## config.mk

```make
export PLATFORM = sky130hd
export DESIGN_NAME = ring_fifo_with_overwrite
export DESIGN_NICKNAME = d
export VERILOG_FILES = /design/src/design/rfo_pkg.sv /design/src/design/ring_fifo_with_overwrite.sv
export SDC_FILE = /design/constraint.sdc
export NUM_CORES = 1
export LEC_CHECK = 0
export BUFFER_PORTS_ARGS = -buffer_cell sky130_fd_sc_hd__buf_4
export CAP_MARGIN = 30
export CORE_ASPECT_RATIO = 1.1
export CORE_MARGIN = 5
export CORE_UTILIZATION = 52
export DETAILED_ROUTE_END_ITERATION = 7
export PLACE_DENSITY = 0.69
export REMOVE_ABC_BUFFERS = 1
export SYNTH_ARGS = -nofsm -noshare
export SYNTH_HDL_FRONTEND = slang
export SYNTH_SLANG_ARGS = --single-unit
```

## constraint.sdc

```tcl
create_clock -name clock -period 9 [get_ports clock]
set_clock_uncertainty 0.05 [all_clocks]
set_input_delay 2.7 -clock clock [delete_from_list [all_inputs] [get_ports clock]]
set_output_delay 2.7 -clock clock [all_outputs]
set_load 0.02 [all_outputs]
```

## src/design/rfo_pkg.sv

```systemverilog
// ----------------------------------------------------------------------------
// rfo_pkg
// Shared sizes, request codes and the pipeline record of the ring FIFO
// with overwrite.
// ----------------------------------------------------------------------------
package rfo_pkg;

   // Slot store geometry.
   localparam int DEPTH      = 16;
   localparam int DATA_WIDTH = 32;
   localparam int PTR_W      = (DEPTH > 1) ? $clog2(DEPTH) : 1;
   // Effective ring length reaches DEPTH itself, so it needs one more bit.
   localparam int LEN_W      = PTR_W + 1;

   // Fixed widths of the register and the reported counts.
   localparam int CSR_LEN_W  = 5;
   localparam int CNT_W      = 4;
   localparam int CNT_MAX    = 15;

   // Request codes; the fourth code is a request that changes nothing.
   localparam logic [1:0] REQ_PUT       = 2'd0;
   localparam logic [1:0] REQ_OVERWRITE = 2'd1;
   localparam logic [1:0] REQ_GET       = 2'd2;

   // Status of an item waiting on its slot read.
   typedef struct packed {
      logic             accepted;
      logic             read_ok;
      logic [CNT_W-1:0] stored_count;
      logic [CNT_W-1:0] free_count;
      logic             overflow_flag;
   } stage_type;

endpackage

```

## src/design/ring_fifo_with_overwrite.sv

```systemverilog
// ----------------------------------------------------------------------------
// ring_fifo_with_overwrite
// Circular FIFO over a synchronous slot memory, with a plain put that is
// refused when full, an overwrite put that drops the oldest item, a get and
// a sticky overflow flag.
// ----------------------------------------------------------------------------
// The block takes one request per cycle unless the request channel stalls,
// and returns one result per request. An accepted request passes the read of
// the slot memory, whose data is registered, and then the result register.
// Pointers, counts and the overflow flag are updated when a request is
// accepted, so a get right after a put sees that put. The request channel
// stalls only while the result register is full and stalled with another
// item already waiting on its slot read. A write of the ring length empties
// the ring; it is taken whenever no item is waiting on its slot read and no
// request is offered.

module ring_fifo_with_overwrite (
   input  logic                              clock,
   input  logic                              reset,
   // Request channel.
   input  logic                              req_valid,
   output logic                              req_stall,
   input  logic [1:0]                        req_type,
   input  logic [rfo_pkg::DATA_WIDTH-1:0]    req_write_value,
   // Result channel.
   output logic                              rsp_valid,
   input  logic                              rsp_stall,
   output logic                              rsp_accepted,
   output logic [rfo_pkg::DATA_WIDTH-1:0]    rsp_read_value,
   output logic [rfo_pkg::CNT_W-1:0]         rsp_stored_count,
   output logic [rfo_pkg::CNT_W-1:0]         rsp_free_count,
   output logic                              rsp_overflow_flag,
   // Ring length register.
   input  logic                              csr_valid,
   output logic                              csr_ready,
   input  logic [rfo_pkg::CSR_LEN_W-1:0]     csr_ring_length
);

   localparam int PTR_W = rfo_pkg::PTR_W;
   localparam int LEN_W = rfo_pkg::LEN_W;
   localparam int CNT_W = rfo_pkg::CNT_W;
   localparam int DW    = rfo_pkg::DATA_WIDTH;

   logic [rfo_pkg::CSR_LEN_W-1:0] ring_length_ff;
   logic [PTR_W-1:0]              wr_ptr_ff, wr_ptr_in;
   logic [PTR_W-1:0]              rd_ptr_ff, rd_ptr_in;
   logic                          overflow_ff, overflow_in;

   logic                          s1_valid_ff, s1_valid_in;
   rfo_pkg::stage_type            s1_ff, s1_in;
   logic                          out_valid_ff, out_valid_in;
   rfo_pkg::stage_type            out_ff;
   logic [DW-1:0]                 out_data_ff;

   logic [DW-1:0]                 slot_mem [rfo_pkg::DEPTH];
   logic [DW-1:0]                 rd_data_ff;
   logic                          mem_wr_en, mem_rd_en;

   logic [LEN_W-1:0]              eff_len;
   logic [LEN_W-1:0]              last_idx;
   logic [PTR_W-1:0]              wr_next, rd_next;
   logic                          ring_full, ring_empty;
   logic [LEN_W-1:0]              held, free;
   logic                          req_take, s1_move, out_load, csr_take;

   // Saturate a count into the reported field width.
   function automatic logic [CNT_W-1:0] sat_count(input logic [LEN_W-1:0] v);
      logic [CNT_W-1:0] r;
      if (int'(v) > rfo_pkg::CNT_MAX) begin
         r = CNT_W'(rfo_pkg::CNT_MAX);
      end else begin
         r = CNT_W'(v);
      end
      return r;
   endfunction

   // Handshakes: requests wait only when both stages are full and stalled.
   // A length write is held off while a request is offered, so the two never
   // meet at one edge.
   assign s1_move   = s1_valid_ff && (!out_valid_ff || !rsp_stall);
   assign req_stall = s1_valid_ff && out_valid_ff && rsp_stall;
   assign req_take  = req_valid && !req_stall;
   assign csr_ready = !s1_valid_ff && !req_valid;
   assign csr_take  = csr_valid && csr_ready;

   // Effective ring length, clamped into two to DEPTH.
   always_comb begin
      if (int'(ring_length_ff) < 2) begin
         eff_len = LEN_W'(2);
      end else if (int'(ring_length_ff) > rfo_pkg::DEPTH) begin
         eff_len = LEN_W'(rfo_pkg::DEPTH);
      end else begin
         eff_len = LEN_W'(ring_length_ff);
      end
      last_idx = eff_len - LEN_W'(1);
   end

   // Pointer advance with wrap at the ring end.
   always_comb begin
      wr_next    = ({1'b0, wr_ptr_ff} == last_idx) ? '0 : wr_ptr_ff + PTR_W'(1);
      rd_next    = ({1'b0, rd_ptr_ff} == last_idx) ? '0 : rd_ptr_ff + PTR_W'(1);
      ring_full  = (wr_next == rd_ptr_ff);
      ring_empty = (wr_ptr_ff == rd_ptr_ff);
   end

   // Request decode: new pointers, flag, memory access and counts.
   always_comb begin
      wr_ptr_in   = wr_ptr_ff;
      rd_ptr_in   = rd_ptr_ff;
      overflow_in = overflow_ff;
      mem_wr_en   = 1'b0;
      mem_rd_en   = 1'b0;
      s1_in       = '0;
      if (req_take) begin
         case (req_type)
            rfo_pkg::REQ_PUT, rfo_pkg::REQ_OVERWRITE: begin
               if (ring_full) begin
                  overflow_in = 1'b1;
               end
               if (!ring_full || req_type == rfo_pkg::REQ_OVERWRITE) begin
                  if (ring_full) begin
                     rd_ptr_in = rd_next;
                  end
                  wr_ptr_in      = wr_next;
                  mem_wr_en      = 1'b1;
                  s1_in.accepted = 1'b1;
               end
            end
            rfo_pkg::REQ_GET: begin
               if (!ring_empty) begin
                  rd_ptr_in      = rd_next;
                  mem_rd_en      = 1'b1;
                  s1_in.accepted = 1'b1;
                  s1_in.read_ok  = 1'b1;
               end
            end
            default: begin
            end
         endcase
      end
      if (csr_take) begin
         wr_ptr_in = '0;
         rd_ptr_in = '0;
      end

      // Counts after the request.
      if (wr_ptr_in >= rd_ptr_in) begin
         held = LEN_W'(wr_ptr_in) - LEN_W'(rd_ptr_in);
      end else begin
         held = eff_len + LEN_W'(wr_ptr_in) - LEN_W'(rd_ptr_in);
      end
      free                = last_idx - held;
      s1_in.stored_count  = sat_count(held);
      s1_in.free_count    = sat_count(free);
      s1_in.overflow_flag = overflow_in;
   end

   // Slot memory: one write port, one registered read port.
   always_ff @(posedge clock) begin
      if (mem_wr_en) begin
         slot_mem[wr_ptr_ff] <= req_write_value;
      end
      if (mem_rd_en) begin
         rd_data_ff <= slot_mem[rd_ptr_ff];
      end
   end

   // Ring state registers.
   always_ff @(posedge clock) begin
      if (reset) begin
         ring_length_ff <= rfo_pkg::CSR_LEN_W'(16);
         wr_ptr_ff      <= '0;
         rd_ptr_ff      <= '0;
         overflow_ff    <= 1'b0;
      end else begin
         if (csr_take) begin
            ring_length_ff <= csr_ring_length;
         end
         wr_ptr_ff   <= wr_ptr_in;
         rd_ptr_ff   <= rd_ptr_in;
         overflow_ff <= overflow_in;
      end
   end

   // Read stage and result register valid control.
   assign out_load     = s1_move;
   assign s1_valid_in  = req_take || (s1_valid_ff && !s1_move);
   assign out_valid_in = out_load || (out_valid_ff && rsp_stall);

   always_ff @(posedge clock) begin
      if (reset) begin
         s1_valid_ff  <= 1'b0;
         out_valid_ff <= 1'b0;
      end else begin
         s1_valid_ff  <= s1_valid_in;
         out_valid_ff <= out_valid_in;
      end
   end

   // Payload of the two stages; the read data is only taken on a good get.
   always_ff @(posedge clock) begin
      if (req_take) begin
         s1_ff <= s1_in;
      end
      if (out_load) begin
         out_ff      <= s1_ff;
         out_data_ff <= s1_ff.read_ok ? rd_data_ff : '0;
      end
   end

   assign rsp_valid         = out_valid_ff;
   assign rsp_accepted      = out_ff.accepted;
   assign rsp_read_value    = out_data_ff;
   assign rsp_stored_count  = out_ff.stored_count;
   assign rsp_free_count    = out_ff.free_count;
   assign rsp_overflow_flag = out_ff.overflow_flag;

   // The overflow flag is sticky until reset.
   a_flag_sticky: assert property (@(posedge clock) disable iff (reset)
      $past(overflow_ff) && !$past(reset) |-> overflow_ff)
      else $error("overflow flag cleared without reset");

   // Both pointers stay inside the ring.
   a_ptr_range: assert property (@(posedge clock) disable iff (reset)
      ({1'b0, wr_ptr_ff} < eff_len) && ({1'b0, rd_ptr_ff} < eff_len))
      else $error("ring pointer beyond ring length");

   // Requests stall only when both stages hold items.
   a_stall_full: assert property (@(posedge clock) disable iff (reset)
      req_stall |-> s1_valid_ff && out_valid_ff)
      else $error("request stalled with room in the pipeline");

   // A failed request never returns data.
   a_no_data_on_fail: assert property (@(posedge clock) disable iff (reset)
      out_valid_ff && !out_ff.accepted |-> out_data_ff == '0)
      else $error("read data on a refused request");

endmodule

```

-- After elaboration in Yosys (flattened, before gate mapping)
Memories as Yosys holds them, arrays and structs flattened. A register that Yosys moved wholly into a read port is not among the register bits.
Cells that the tools add are included.
- memories kept: 1
- logic and storage cells: 84
- RAM bits: 512
- flip-flop bits (word level): 69
- bits of input ports: 44
- memories (memory ; depth ; width ; read ports ; clocked after memory_dff ; write ports ; line ; text):
    slot_mem ; 16 ; 32 ; 1 ; 1 ; 1 ; ring_fifo_with_overwrite.sv:55 ; logic [DW-1:0] slot_mem [rfo_pkg::DEPTH];
- add/sub/neg operators: 7
- muxes and demuxes: 28
- $lt $le $gt $ge: 5
- equality and inequality tests: 6
- reduce and logical (&&, ||, !) cells: 21
- operators with widths (kind ; number):
    $mux W4 ; 11
    $mux W5 ; 3
    $mux W1 ; 11
    $eq A4 B5 Y1 ; 2
    $gt A5 B4 Y1 const B ; 2
    $add A4 B1 Y4 const B ; 2
    $eq A4 B4 Y1 ; 2
    $logic_and A1 B1 Y1 ; 8
    $pmux W4 S2 ; 1
    $logic_not A1 Y1 ; 7
    $add A5 B4 Y5 ; 1
    $gt A5 B5 Y1 const B ; 1
    $lt A5 B2 Y1 const B ; 1
    $sub A4 B4 Y5 ; 1
    $sub A5 B1 Y5 const B ; 1
    $sub A5 B4 Y5 ; 1
    $sub A5 B5 Y5 ; 1
    $ge A4 B4 Y1 ; 1
    $logic_or A1 B1 Y1 ; 4
    $eq A2 B1 Y1 const B ; 1
    $eq A2 B2 Y1 const B ; 1
    $logic_not A2 Y1 ; 1
    $mux W2 ; 1
    $pmux W1 S2 ; 1
    $reduce_or A2 Y1 ; 1

-- Depth between registers and ports, before layout
Gate-level depths: netlist of the first run.
- depth after elaboration: 18
- depth in mapped cells: 27
- mapped depth without buffers: 27

-- Least setup slack after synthesis of the first run
Ideal clock, no wire load.
- kind: input port to flip-flop
- from: in rsp_stall
- to: reg s1_ff[1] in the netlist's numbering, data pin
- path buffers: 0
- arrival time: 6.404 ns
- path slack: 2.284 ns
- library setup time: 0.263 ns
- required time: 8.687 ns
- stages: 22
- cell sequence: nand3_1 > inv_1 > a211oi_1 > nand2_1 > o31ai_1 > a221o_1 > nand2_1 > or2_1 > ha_1 > inv_1 > a21oi_1 > o21a_1 > nor2_1 > mux2i_1 > inv_1 > fa_1 > inv_1 > a21o_1 > a21oi_1 > xor2_1 > xnor2_1 > nand2_1
- cells in the longest elaborated chain, start to end: 10
- elaborated cells between the ends (all ways): 14
- those cells by class: 4 x add/sub; 2 x order compare; 5 x mux; 3 x reduce/logical
- ends and longest elaborated chain (item ; line ; text):
    from (decl) ; ring_fifo_with_overwrite.sv:27 ; input logic rsp_stall,
    $logic_and A1 B1 Y1 (*) ; ring_fifo_with_overwrite.sv:81 ; assign req_stall = s1_valid_ff && out_valid_ff && rsp_stall;
    via req_stall ; ring_fifo_with_overwrite.sv:22 ; output logic req_stall,
    $logic_not A1 Y1 (*) ; ring_fifo_with_overwrite.sv:82 ; assign req_take = req_valid && !req_stall;
    $logic_and A1 B1 Y1 (*) ; ring_fifo_with_overwrite.sv:82 ;
    $mux W4 ; ring_fifo_with_overwrite.sv:114 ; if (req_take) begin
    $mux W4 ; ring_fifo_with_overwrite.sv:141 ; if (csr_take) begin
    $add A5 B4 Y5 ; ring_fifo_with_overwrite.sv:150 ; held = eff_len + LEN_W'(wr_ptr_in) - LEN_W'(rd_ptr_in);
    $sub A5 B4 Y5 ; ring_fifo_with_overwrite.sv:150 ;
    $mux W5 (*) ; ring_fifo_with_overwrite.sv:147 ; if (wr_ptr_in >= rd_ptr_in) begin
    via held[1] ; ring_fifo_with_overwrite.sv:63 ; logic [LEN_W-1:0] held, free;
    $sub A5 B5 Y5 (*) ; ring_fifo_with_overwrite.sv:152 ; free = last_idx - held;
    $gt A5 B4 Y1 (*) ; ring_fifo_with_overwrite.sv:69 ; if (int'(v) > rfo_pkg::CNT_MAX) begin
    to (signal assigned) ; ring_fifo_with_overwrite.sv:203 ; s1_ff <= s1_in;
    to (decl) ; ring_fifo_with_overwrite.sv:50 ; rfo_pkg::stage_type s1_ff, s1_in;
The timed path passes the listed nets; every way through them passes the cells marked *.
A chain may end at the register's enable or synchronous reset.

-- Final worst setup path of the first run
- from: in rsp_stall
- to: reg s1_ff[4] in the netlist's numbering, data pin
- cells in the longest elaborated chain, start to end: 10
- elaborated cells between the ends (all ways): 14
- those cells by class: 4 x add/sub; 2 x order compare; 5 x mux; 3 x reduce/logical
- ends and longest elaborated chain (item ; line):
    $logic_and A1 B1 Y1 (*) ; ring_fifo_with_overwrite.sv:81
    $logic_not A1 Y1 (*) ; ring_fifo_with_overwrite.sv:82
    $logic_and A1 B1 Y1 (*) ; ring_fifo_with_overwrite.sv:82
    $mux W4 ; ring_fifo_with_overwrite.sv:114
    $mux W4 ; ring_fifo_with_overwrite.sv:141
    $add A5 B4 Y5 ; ring_fifo_with_overwrite.sv:150
    $sub A5 B4 Y5 ; ring_fifo_with_overwrite.sv:150
    $mux W5 (*) ; ring_fifo_with_overwrite.sv:147
    via held[1] ; ring_fifo_with_overwrite.sv:63
    $sub A5 B5 Y5 (*) ; ring_fifo_with_overwrite.sv:152
    $gt A5 B4 Y1 ; ring_fifo_with_overwrite.sv:69
Marked as above.

==> summary.txt, run 1 <==
Highest Clock Rate: 148 MHz
routability congestion estimate: 0.900
Die Height: 236 microns
R2R setup slack: 2730 ps
WP data arrival: 7040 ps
Syn Inst Count: 1136
register bit total from synthesis: 613
fin crit share: 75.0%
max-capacitance violation count: 0
IR Drop Worst-Case VDD: 0.141 mV
Pleak: 0.00881 uW
setup tns final: 0 ps
Syn Area/Cell: 21.3 sq um
Die ar.: 50900 sq um
min cycle time layout: 6750 ps
Post-synth ARST share: 0%
Vias: 11442
WP data required: 9290 ps
Top FF cell, synth: edfxtp_1
sequential element share of the synthesized area: 75.5%
number of port buffers: 88
Placed Cells: 1793
setup bufs post-CTS: 0
Iteration-0 DRC Markers: 1197
CTS Buf Count: 57
num rows: 82
initial antenna violation count: 3
buffer type at the clock tree root: clkbuf_16
drt drc: 0
Synth area leaders: edfxtp_1 (74%), mux4_2 (15%), dfxtp_1 (1.3%)
total global-route track usage: 20.3%
Final ANT Viol Nets: 0
Area Growth Syn to Fin: 14.1%
TritonCTS clock tree: done
status: completed
fin nets: 1333
Clock Latency Late Sink: 600 ps
Ys Warns: 0
share of cells above drive strength 1: 29.8%
Slew @ Worst Pin: 892 ps
vias in the first global route: 11814
crit-path max FO: 4
Reg clk slew, reported paths: 60 ps
clk buf depth: 3
Resize count post-CTS: 0
Initial Util: 52.8%
# IOs: 89
largest net degree at the start of global routing: 57
Post-CTS Hold Buffers: 0
non-filler instance count after layout: 1897
clock sink total: 613
relative slew slack: 40.5%
RSZ-0062 raised after global routing: false
final setup vio count: 0
number of synthesized flops with an enable pin: 597
leading area contributor after synthesis: edfxtp_1
final hold vios: 0
synth unique cells: 58
endpoint type of the worst setup path: register
HP Class: register to register
pins over their slew limit: 0
DIE WIDTH: 215 microns
first-pass GRT wire length: 76800 microns
htree depth: 2
critical path type: input port to register
core box area: 45800 sq um
gr ovfl total: 0
CP startpoint kind: input port
post-DR wirelength/cell: 27.0 microns
TritonRoute pass-1 iters: 5
final WL: 51300 microns
post-DP HPWL: 26600 microns
drt via density: 6.03
Mapped Area: 24200 sq um
PD cells: 219 nW/um^2
post-synth top area share: 74.2%
[kinds of logic (layout without fill, tap and decap cells)]
| logic type | after synthesis | after routing | synth area share [%] |
|---|---|---|---|
| compound gates | 77 | 77 | 2.18 |
| other cells | 0 | 1 | 0 |
| mux | 166 | 166 | 15.2 |
| simple gates | 152 | 152 | 3.34 |
| buf+inv | 80 | 252 | 1.32 |
| flops | 613 | 613 | 75.5 |
| fa+ha+maj | 25 | 25 | 1.48 |
| xor+xnor | 23 | 23 | 0.948 |
[cell usage after synthesis, drive strengths merged (2+ instances only)]
cell type and count:
o211ai 6, nand3 7, o21a 7, nand3b 2, buf 24, or3b 2
edfxtp 597, mux4 160, or2 5, nor2 32, xnor3 2, xnor2 11
o21bai 2, or4 2, mux2i 5, fa 6, o21ai 12, and2 36
a21o 9, a21oi 24, nand2 35, nand2b 9, o31ai 2, xor2 10
a221o 2, a211oi 2, clkbuf 26, o2111ai 2, dfxtp 16, inv 30
a31oi 2, a21boi 2, nor3 10, ha 19, nor2b 4
[final timing paths]
path / startpoint / endpoint / depth (start not counted)
setup / recovery: rsp_stall / s1_ff[4]$_SDFFCE_PN1P_ / 23
hold / removal: s1_ff[6]$_SDFFCE_PN1P_ / rsp_stored_count[1]$_DFFE_PP_ / 0
setup reg to reg: ring_length_ff[4]$_SDFFE_PP1P_ / s1_ff[4]$_SDFFCE_PN1P_ / 25
hold reg to reg: s1_ff[6]$_SDFFCE_PN1P_ / rsp_stored_count[1]$_DFFE_PP_ / 0
[through the flow]
stage               utilization [%]  hold slack, ps  total power (uW)  area (sq um)  setup WS [ps]
global placement               56.1             353              3750         25700           1910
finish                         60.2             367              6020         27600           2250
CTS                            60.2             369              6080         27500           2300
floorplan                         -             350              3630         23900           -946
detailed placement             56.3             355              3770         25800           1690
global route                   60.2             374              6240         27500           1970
[where the power goes]
group,total [uW],internal [uW],switching [uW]
Clock,2320,1320,998
Combinational,478,222,255
Sequential,3230,3200,24.4
Total,6020,4740,1280
[cell type report]
class / count / area [sq um]
diodes: 1 / 2.50
clock buffers: 72 / 1500
clock inverters: 31 / 280
fillers: 3218 / 18200
inverters: 30 / 113
multi-input cells: 443 / 5710
flip-flops and latches: 613 / 18300
well taps: 588 / 736
repair buffers: 119 / 946
[sequential cells by signal, summed over array words and instances, names as in the netlist]
name and count:
overflow_ff 1, rd_data_ff 32, rd_ptr_ff 4, ring_length_ff 5, rsp_accepted 1, rsp_free_count 4, rsp_overflow_flag 1, rsp_read_value 32
rsp_stored_count 4, rsp_valid 1, s1_ff 11, s1_valid_ff 1, slot_mem 512, wr_ptr_ff 4
[worst max-delay path: stages]
cell and delay, ps:
buf_4 130, nand3_1 150, inv_1 100, a211oi_1 440
nand2_1 100, o31ai_1 230, a221o_1 240, nand2_1 70
or2_1 250, ha_1 320, inv_1 90, a21oi_1 60
o21a_1 190, nor2_1 290, mux2i_1 330, inv_1 100
fa_1 460, inv_1 70, a21o_1 100, a21oi_1 70
xor2_1 150, xnor2_1 290, nand2_1 110
[layer usage]
metal / wire (microns) / part of all wire (%) / track usage, % / vias up
met4: 1110 / 2.2 / 4.69 / 2
met1: 20600 / 40 / 28.4 / 6019
met5: 11 / 0.021 / 0 / -
li1: - / - / - / 4909
met3: 3640 / 7.1 / 3.95 / 78
met2: 25900 / 51 / 33.7 / 434
[placed cells by master (no fill, tap or decap), types with 5 or more instances in the layout]
cell type  instances
mux2i_1            5
clkbuf_1          14
nand2b_1           9
nor3_1             5
xor2_1            10
nand2_1           35
nor2_1            20
ha_1              19
o21a_1             7
buf_4            116
clkbuf_16         58
nor3_2             5
bufinv_16          5
a21o_1             9
clkinv_2           9
edfxtp_1         597
nand3_1            7
dfxtp_1           12
fa_1               6
nor2_4            12
o211ai_1           5
a21oi_1           24
and2_1            35
o21ai_0           10
clkinv_1          14
xnor2_1           11
inv_1             29
mux4_2           160
No activity file was read; power rests on OpenSTA's default activity.
==> run 2: changes to the inputs <==
clock period = 6.4 ns   (was 9 ns; I/O delays follow)
==> run 2 against run 1 <==
Against the previous run: critical path depth is 2 higher; sequential share of layout area is 0.62 points lower; sequential cell count stayed put; cell count is 1.1% higher; sequential power is 41% higher.
==> summary.txt, run 2 (synthesis results as in run 1) <==
Pwr Total: 8700 uW (+45%)
clock sink total: 613 (unchanged)
Placed Cells: 1808 (+0.84%)
min cycle time layout: 5900 ps
htree depth: 2 (unchanged)
FF/Latch Area: 18300 sq um (unchanged)
status: completed
Worst Hold End: rsp_accepted$_DFFE_PP_
largest net degree at the start of global routing: 58 (+1.8%)
number of port buffers: 88 (unchanged)
endpoint type of the worst setup path: register
most frequent cells in the layout: edfxtp_1 (597), mux4_2 (160), buf_4 (133)
TritonRoute pass-1 iters: 5 (unchanged)
Slew @ Worst Pin: 965 ps (+72.6 ps)
post-DR wirelength/cell: 26.6 microns (-1.4%)
Area Growth Syn to Fin: 15.1%
Final ANT Viol Nets: 0 (unchanged)
hold depth: 0 (unchanged)
vias in the first global route: 11960 (+1.2%)
max-capacitance violation count: 0 (unchanged)
Die Height: 236 microns (unchanged)
fillers: 3192 (-0.81%)
Worst Hold Launch: s1_ff[10]$_DFFE_PP_
relative slew slack: 35.5% (-5.0 points)
r2r endpoint: s1_ff[2]$_SDFFCE_PN1P_
clk buf depth: 3 (unchanged)
commonest non-fill, non-tap cell in the layout: edfxtp_1
R2R setup slack: 500 ps (-2230 ps)
CP startpoint kind: register
gr ovfl total: 0 (unchanged)
post-DP HPWL: 28700 microns (+7.8%)
drt drc: 0 (unchanged)
Highest Clock Rate: 169 MHz
routability congestion estimate: 0.838 (-6.9%)
Reg clk slew, reported paths: 60 ps (about the same)
TritonCTS clock tree: done
DIE WIDTH: 215 microns (unchanged)
Clock Latency Late Sink: 620 ps (+20 ps)
CTS Buf Count: 58 (+1.8%)
HP Class: register to register
# IOs: 89 (unchanged)
core box area: 45800 sq um (unchanged)
IR Drop Worst-Case VDD: 0.216 mV (+53%)
Vias: 11534 (+0.80%)
Die ar.: 50900 sq um (unchanged)
non-filler instance count after layout: 1917 (+1.1%)
final hold vios: 0 (unchanged)
initial antenna violation count: 2 (-1)
Initial Util: 52.8% (unchanged)
fin nets: 1349 (+1.2%)
pins over their slew limit: 0 (unchanged)
first-pass GRT wire length: 76900 microns (about the same)
total global-route track usage: 20.3% (+0.049 points)
PD cells: 313 nW/um^2 (+43%)
crit-path max FO: 7 (+3)
share of cells above drive strength 1: 31.7% (+1.9 points)
area of the multi-input gates: 5720 sq um (+0.22%)
drt via density: 6.02 (-0.25%)
num rows: 82 (unchanged)
WP data arrival: 6210 ps (-830 ps)
worst reg2reg path startpoint: ring_length_ff[3]$_SDFFE_PP0P_
Pleak: 0.00895 uW (+1.6%)
largest register by flop count: slot_mem
buffer type at the clock tree root: clkbuf_16
final WL: 51100 microns (-0.41%)
RSZ-0062 raised after global routing: false
fin crit share: 92.2%
critical path type: register to register
final setup vio count: 0 (unchanged)
Iteration-0 DRC Markers: 1090 (-8.9%)
Register-to-Register Path Depth: 25 (unchanged)
max FFs per register: 512 (unchanged)
WP data required: 6700 ps (-2590 ps)
-- run 2: cell types whose count changed in the layout (fill, tap and decap cells not counted), sizes merged --
cell	before	now
buf	119	134
bufinv	5	7
clkbuf	72	68
clkinv	24	22
clkinvlp	1	8
inv	31	33
-- run 2: cell type report --
cell class	instances	area share, %
Antenna cell	1	0.00900
Inverter	30	0.405
Sequential cell	613	65.7
Multi-Input combinational cell	443	20.6
Timing Repair Buffer	134	3.69
Tap cell	588	2.65
Clock inverter	40	1.43
Clock buffer	68	5.58
-- run 2: worst max path at each step --
stage | slack (ps) | endpoint | depth (start not counted) | from
final | 500 | s1_ff[2]$_SDFFCE_PN1P_ | 25 | ring_length_ff[3]$_SDFFE_PP0P_
after global routing | 30 | s1_ff[2]$_SDFFCE_PN1P_ | 25 | ring_length_ff[3]$_SDFFE_PP0P_
after CTS | 430 | s1_ff[2]$_SDFFCE_PN1P_ | 25 | ring_length_ff[2]$_SDFFE_PP0P_
after global placement | 170 | s1_ff[2]$_SDFFCE_PN1P_ | 23 | rsp_stall
after floorplan | -3550 | s1_ff[1]$_SDFFCE_PN1P_ | 18 | rd_ptr_ff[0]$_SDFF_PP0_
after detailed placement | 40 | s1_ff[2]$_SDFFCE_PN1P_ | 23 | rsp_stall
-- run 2: per-stage QoR --
| step | TNS (ps) | hold slack, ps | area [sq um] | setup slack, ps | util [%] |
|---|---|---|---|---|---|
| floorplan | -1222430 | 350 | 23900 | -3550 | - |
| detailed placement | 0 | 357 | 25800 | 38.1 | 56.5 |
| global placement | 0 | 351 | 25800 | 165 | 56.4 |
| global route | 0 | 385 | 27800 | 28.1 | 60.8 |
| CTS | 0 | 372 | 27800 | 425 | 60.7 |
| finish | 0 | 369 | 27800 | 498 | 60.8 |
-- run 2: layer usage --
| layer | routed length, microns | vias up | track usage (%) |
|---|---|---|---|
| met2 | 25500 | 430 | 33.6 |
| met3 | 3320 | 90 | 3.58 |
| li1 | - | 4949 | - |
| met5 | 7 | - | 0 |
| met4 | 1210 | 2 | 5.99 |
| met1 | 21000 | 6063 | 28.3 |
-- run 2: timing repair --
item / CTS / global route
hold endpoints to repair: 0 / 0
endpoints found under the setup margin: 0 / 4
resized for setup: 0 / 2
hold buffers: 0 / 0
buffers inserted: 0 / 0
-- run 2: report_power, final --
group | internal, uW | switching [uW]
combinational | 316 | 357
sequential | 4500 | 44.7
clock | 2020 | 1460
total | 6840 | 1860
-- run 2: worst max-delay path, cell delays in order, from the launching register on --
cell and delay, ps:
dfxtp_1 470, nor3_2 110, nor2_1 270, inv_1 140
ha_1 390, xnor2_1 160, nor3_1 260, o211ai_2 230
o21a_1 280, o21ai_1 250, mux2i_1 270, a21oi_1 140
ha_1 320, o21ai_0 160, a21oi_1 100, o21a_1 190
nor2_1 230, mux2i_1 320, inv_1 100, fa_1 460
inv_1 70, a21o_1 100, a21oi_1 70, xor2_1 220
xnor2_2 170, nand2_1 100
